<file path="config.mk">
export PLATFORM = sky130hd
export DESIGN_NAME = lcl_front
export DESIGN_NICKNAME = d
export VERILOG_FILES = /design/src/rtl/lcl_pkg.sv /design/src/rtl/lcl_front.sv
export SDC_FILE = /design/constraint.sdc
export NUM_CORES = 1
export LEC_CHECK = 0
export BUFFER_PORTS_ARGS = -buffer_cell sky130_fd_sc_hd__buf_4
export CAP_MARGIN = 20
export CORE_MARGIN = 3
export CORE_UTILIZATION = 53
export CTS_BUF_LIST = sky130_fd_sc_hd__clkbuf_4 sky130_fd_sc_hd__clkbuf_8
export DETAILED_ROUTE_END_ITERATION = 8
export GPL_ROUTABILITY_DRIVEN = 0
export HOLD_SLACK_MARGIN = 0.15
export PLACE_DENSITY = 0.86
export RECOVER_POWER = 50
export SLEW_MARGIN = 20
export SYNTH_ARGS = -nofsm -noshare
export SYNTH_HDL_FRONTEND = slang
export SYNTH_SLANG_ARGS = --single-unit
</file>
<file path="constraint.sdc">
create_clock -name clk -period 3.8 [get_ports clk]
set_clock_uncertainty 0.2 [all_clocks]
set_input_delay 0.38 -clock clk [delete_from_list [all_inputs] [get_ports clk]]
set_output_delay 0.38 -clock clk [all_outputs]
set_load 0.005 [all_outputs]
</file>
<file path="src/rtl/lcl_pkg.sv">
// shared codes and types for the line and column locator
package lcl_pkg;

  localparam logic [1:0] FUNC_BYTE  = 2'd0;
  localparam logic [1:0] FUNC_QUERY = 2'd1;
  localparam logic [1:0] FUNC_CLEAR = 2'd2;

  localparam logic [7:0] NEWLINE_BYTE = 8'd10;

  localparam int unsigned QDEPTH = 4;
  localparam int unsigned QPTR_W = $clog2(QDEPTH);

  typedef enum logic [1:0] {
    OP_BYTE,
    OP_QUERY,
    OP_CLEAR
  } op_t;

  typedef struct packed {
    op_t  op;
    logic newline;
  } req_ctl_t;

endpackage

</file>
<file path="src/rtl/lcl_front.sv">
// front end: decodes incoming requests and queues them for the back end
module lcl_front import lcl_pkg::*; #(
  parameter int POS_BITS = 24
) (
  input  logic                clk,
  input  logic                rst,
  input  logic                push,
  output logic                full,
  input  logic [1:0]          func,
  input  logic [7:0]          text_byte,
  input  logic [POS_BITS-1:0] query_pos,
  output logic                req_valid,
  output req_ctl_t            req_ctl,
  output logic [POS_BITS-1:0] req_pos,
  input  logic                req_pop
);

  localparam logic [QPTR_W:0] QFULL = (QPTR_W+1)'(QDEPTH);

  req_ctl_t            q_ctl [QDEPTH];
  logic [POS_BITS-1:0] q_pos [QDEPTH];
  logic [QPTR_W-1:0]   wr_ptr;
  logic [QPTR_W-1:0]   rd_ptr;
  logic [QPTR_W:0]     count;
  req_ctl_t            ctl_in;
  logic                store;
  logic                wr;
  logic                rd;

  always_comb begin
    ctl_in.newline = (text_byte == NEWLINE_BYTE);
    store          = 1'b1;
    unique case (func)
      FUNC_BYTE:  ctl_in.op = OP_BYTE;
      FUNC_QUERY: ctl_in.op = OP_QUERY;
      FUNC_CLEAR: ctl_in.op = OP_CLEAR;
      default: begin
        // unused code: taken and dropped
        ctl_in.op = OP_BYTE;
        store     = 1'b0;
      end
    endcase
  end

  assign full      = (count == QFULL);
  assign req_valid = (count != '0);
  assign req_ctl   = q_ctl[rd_ptr];
  assign req_pos   = q_pos[rd_ptr];
  assign wr        = push && !full && store;
  assign rd        = req_pop && req_valid;

  always_ff @(posedge clk) begin
    if (rst) begin
      wr_ptr <= '0;
      rd_ptr <= '0;
      count  <= '0;
    end else begin
      if (wr) begin
        q_ctl[wr_ptr] <= ctl_in;
        q_pos[wr_ptr] <= query_pos;
        wr_ptr        <= wr_ptr + 1'b1;
      end
      if (rd) begin
        rd_ptr <= rd_ptr + 1'b1;
      end
      count <= count + {{QPTR_W{1'b0}}, wr} - {{QPTR_W{1'b0}}, rd};
    end
  end

endmodule

</file>
# Yosys cells after proc, flatten, opt, wreduce, memory -nomap -nowiden
# Memories as Yosys holds them, arrays and structs flattened. A register that Yosys moved wholly into a read port is not among the register bits.
# Index checks and enable logic that the tools add are counted.
classes:
  n_addsub: 4
  n_eq_ne: 4
  muxes: 9
  n_reduce_logical: 7
ops:
  columns: ["op", "count"]
  rows:
  - ["$eq 8x4->1 const B", 1]
  - ["$mux 2", 4]
  - ["$add 2x1->2 const B", 2]
  - ["$mux 1", 4]
  - ["$pmux 2 s2", 1]
  - ["$add 3x1->3", 1]
  - ["$eq 3x3->1 const B", 1]
  - ["$logic_and 1x1->1", 3]
  - ["$reduce_bool 3->1", 1]
  - ["$reduce_or 3->1", 1]
  - ["$sub 3x1->3", 1]
  - ["$eq 2x1->1 const B", 1]
  - ["$eq 2x2->1 const B", 1]
  - ["$logic_not 2->1", 1]
  - ["$logic_not 1->1", 1]
totals:
  register_bits: 7
  ramBits: 108
  inputBits: 38
  out_inout_bits: 29
  word_cells: 29
  mem_count: 2
mem_list:
  columns: ["memory", "words", "width", "rd", "rd_clocked_by_memory_dff", "wr", "line", "source"]
  rows:
  - ["q_pos", 4, 24, 1, 1, 1, "lcl_front.sv:21", "logic [POS_BITS-1:0] q_pos [QDEPTH];"]
  - ["q_ctl", 4, 3, 1, 1, 1, "lcl_front.sv:20", "req_ctl_t q_ctl [QDEPTH];"]

# Depth between registers and ports, before layout
logic_depth:
  word_depth: 7
  depth_mapped: 11
  mapped_depth_nobuf: 11

# Worst setup path before layout
# No wires, ideal clock.
synth_path:
  path_kind: "reg-to-reg"
  from: "register count[1]"
  to: "memory q_ctl[1][0] (netlist bit), enable pin"
  setup_ps: 451
  t_arrival_ps: 2911
  required_ps: 3149
  slack_ps: 238
  stages_incl_launch_ff: 5
  path_buffers: 0
  period_less_slack_ps: 3562
  cell_sequence: "dfxtp_1 nor3b_2 and3b_2 inv_1 nor3b_1"
synth_via:
  elab_chain_len: 7
synth_rtl:
  columns: ["element", "line", "source"]
  rows:
  - ["start, declared", "lcl_front.sv:24", "logic [QPTR_W:0] count;"]
  - ["start signal, assigned", "lcl_front.sv:66", "count <= count + {{QPTR_W{1'b0}}, wr} - {{QPTR_W{1'b0}}, rd};"]
  - ["$eq 3x3->1", "lcl_front.sv:45", "assign full = (count == QFULL);"]
  - ["via full", "lcl_front.sv:8", "output logic full,"]
  - ["$logic_not 1->1", "lcl_front.sv:49", "assign wr = push && !full && store;"]
  - ["$logic_and 1x1->1 (2 in a row)", "lcl_front.sv:49", null]
  - ["$mux 1", "lcl_front.sv:58", "if (wr) begin"]
  - ["$mux 1", "lcl_front.sv:53", "if (rst) begin"]
  - ["$mux 1 (implied by the code)", "lcl_front.sv:59", "q_ctl[wr_ptr] <= ctl_in;"]
  - ["end, declared", "lcl_front.sv:20", null]
# The timed path passes the listed nets, and every way through them passes these cells.

==> impl_summary.txt <==
----------------------------------------------------
[Power and ir drop]
  Worst-case vdd ir drop ... 0.406 mV
  Power per Cell Area ... 594 nW/µm²
  Leak Pwr ... 0.00192 µW

[Timing]
  Final slew viol count ... 0
  Share of the clock period used by the worst path after layout ... 73.5%
  RSZ-0062 raised after global routing ... false
  Hold Violations, Final ... 0
  Worst-margin pin slew ... 0.692 ns
  Maximum frequency from static timing analysis ... 358 MHz
  Final setup TNS ... 0 ns
  Relative slew slack ... 53.9%
  Final setup violation count ... 0
  Time the worst path needs with I/O delays and setup ... 2.79 ns

[Setup path]
  Required time of the critical path ... 3.22 ns
  Slowest cell delay on critical path ... 0.66 ns
  Worst Path Class, Setup ... reg -> out
  Most used cell, CP ... sky130_fd_sc_hd__buf_4
  Crit path max-delay cell type ... sky130_fd_sc_hd__dfxtp_2
  Cells traversed along the worst timing path ... buf_4, mux4_2, buf_4
  Crit-path max FO ... 15
  Critical path capture point type ... primary output
  Startpoint Class ... flip-flop
  Arr. time, crit path ... 2.21 ns

[Global routing]
  Largest net degree at the start of global routing ... 28
  GRT met2 Usage ... 31.7%
  Wire length of the first global-routing pass ... 12.9 mm
  Remaining Overflow, GRT ... 0
  Met3 GRT Util ... 6.25%
  Total track usage ... 18.3%
  Met1 usage ... 21.2%
  Layer carrying the most global-route usage ... met2
  Initial antenna violation count ... 0
  Number of global-route vias before repair ... 2570

[CTS]
  H-Tree Level Count ... 4
  CTS tree ... done
  Clock sink count ... 117
  Clock Latency Late Sink ... 0.42 ns
  Post CTS Setup Buffer Count ... 0
  CTS clk-pin slew, worst paths ... 0.07 ns
  Clock tree root buffer cell ... sky130_fd_sc_hd__clkbuf_8
  CTS Buffer Depth ... 2
  TritonCTS buffer count ... 17

[Floorplanning]
  Initial core utilization ... 55.7%
  Std-Cell Core Area ... 7930 µm²
  Boundary Pins ... 67
  Height of the die ... 97.3 µm
  Overall die area ... 9470 µm²
  X dimension of the die ... 97.3 µm
  Placement row count ... 32

[Route]
  Post-route DRC violation count ... 0
  Final WL ... 7.77 mm
  Via count ... 2252
  Remaining antenna violation count after routing ... 0
  Router iterations before antenna repair ... 4
  Average detailed-routed wire length per instance ... 18.3 µm
  Drt initial violations ... 149
  Routed vias/inst ... 5.30

[Logic synthesis]
  Gate count of the mapped netlist ... 195
  Distinct cells, synth ... 29
  Synthesized net count ... 240
  Ys Warns ... 0
  Post-synthesis area per instance ... 22.7 µm²
  Cell area after synthesis ... 4420 µm²
  Sequential area share after synthesis ... 77.5%
  Flip-flop and latch count after synthesis ... 117

[Finish]
  FF+latch area ... 3420 µm²
  Ant diodes ... 0
  Fin nets ... 355
  Area added between synthesis and finish ... 27.3%
  Proportion of layout cells with a drive suffix above 1 ... 34.7%
  Combined area of the multi-input logic cells ... 932 µm²
  Filler cells ... 524
  Final Instance Area ... 5630 µm²

[Placement]
  Cell area after placement ... 5070 µm²
  Post-DP HPWL ... 4.70 mm
  Count of input and output buffers ... 66

[Run status]
  Run status ... finished clean

[Worst hold path]
  Class of the worst hold path ... in -> reg

[Run]
  Max cap viols ... 0

----------------------------------------------------
cells in the mapped netlist (all sizes together):
library cell	count	area, µm²
mux2	1	15.0
inv	5	18.8
nand2b	2	12.5
nor2b	3	18.8
nor3	1	5.00
and2	1	6.26
mux4	27	608
fa	1	20.0
or4	1	7.51
o31a	1	10.0
or3	1	7.51
clkbuf	2	8.75
nand2	1	3.75
and3b	1	10.0
xor2	2	17.5
o311ai	1	8.76
nor3b	5	42.5
nand4bb	1	11.3
ha	6	75.1
buf	5	40.0
edfxtp	108	3240
nor2	8	30.0
xnor2	1	8.76
mux2i	1	10.0
dfxtp	9	180
final cells by class:
type                    count  area share, %
clock inverters            14           2.42
inverters                   5          0.334
clock buffers              18           4.29
repair buffers            103           13.2
flip-flops and latches    117           60.9
multi-input cells          66           16.6
well taps                 102           2.27
critical path: cells and delay by family (launching register included):
kind,cells,cell delay [ns]
buffers and inverters,2,0.56
multiplexers,1,0.56
flip-flops,1,0.66
repair_timing:
action,CTS,global route
hold buffers,29,0
hold endpoints to repair,115,0
gates resized for setup,0,0
worst paths after layout:
path	cells past startpoint	endpoint	slack [ns]	from
worst min-delay path	3	q_ctl[3][0]	0.17	text_byte[0]
worst max register to register	11	count[2]	1.06	count[2]
worst min register to register	2	wr_ptr[1]	0.33	wr_ptr[1]
worst max-delay path	3	req_ctl[1]	1.01	flip-flop
routing by layer:
metal	part of all wire (%)	vias up	wire length, µm
li1	-	1030	-
met1	39	1135	3000
met2	54	76	4220
met3	5.5	11	429
met4	1.5	0	117
met5	0	-	0
flip-flops by register name, summed over array words and instances, names as in the netlist, named ones only:
name / flops
rd_ptr: 2
count: 3
wr_ptr: 2
q_ctl: 12
q_pos: 96
placed cells by master (no fill, tap or decap), types with 2 or more instances in the layout:
cell type / netlist / final
sky130_fd_sc_hd__dlygate4sd3_1: 0 / 29
sky130_fd_sc_hd__xor2_1: 2 / 2
sky130_fd_sc_hd__nand2b_1: 2 / 2
sky130_fd_sc_hd__clkinv_4: 0 / 2
sky130_fd_sc_hd__edfxtp_1: 108 / 108
sky130_fd_sc_hd__nor2b_1: 3 / 3
sky130_fd_sc_hd__inv_1: 5 / 5
sky130_fd_sc_hd__buf_4: 1 / 44
sky130_fd_sc_hd__clkbuf_4: 0 / 4
sky130_fd_sc_hd__nor3b_2: 1 / 2
sky130_fd_sc_hd__ha_1: 6 / 6
sky130_fd_sc_hd__dfxtp_1: 9 / 8
sky130_fd_sc_hd__clkbuf_1: 1 / 27
sky130_fd_sc_hd__bufinv_16: 0 / 2
sky130_fd_sc_hd__nor2_1: 8 / 8
sky130_fd_sc_hd__clkinv_2: 0 / 7
sky130_fd_sc_hd__clkbuf_8: 0 / 17
sky130_fd_sc_hd__nor3b_1: 4 / 3
sky130_fd_sc_hd__mux4_2: 27 / 27
sky130_fd_sc_hd__clkinvlp_4: 0 / 2
through the flow:
stage	hold slack (ns)	total power, µW	std cells	worst slack, ns	utilization (%)
final	0.166	3340	425	1.01	71.0
after global routing	0.159	3520	425	0.822	71.0
after CTS	0.151	3410	425	0.922	72.4
after detailed placement	0.319	2310	364	1.11	64.0
after global placement	0.305	2300	364	1.25	64.0
after floorplan	0.279	2010	195	0.238	-
where the power goes:
part	internal [µW]	switching [µW]	total (µW)	leakage [µW]
sequential	1490	75.5	1570	0.00106
combinational	427	282	710	0.000666
clock	583	483	1070	0.000196
cells by family (layout without fill, tap and decap cells):
logic type               after synthesis  in the layout  synth area share, %
flip-flops                           117            117                 77.5
multiplexers                          29             29                 14.3
AND/OR/NAND/NOR                       25             25                 3.51
buffers and inverters                 12            140                 1.53
adder cells (fa/ha/maj)                7              7                 2.15
XOR/XNOR                               3              3                0.595
AO/OA/AOI/OAI                          2              2                0.425
Note: power is estimated with default switching activity, not from simulation.
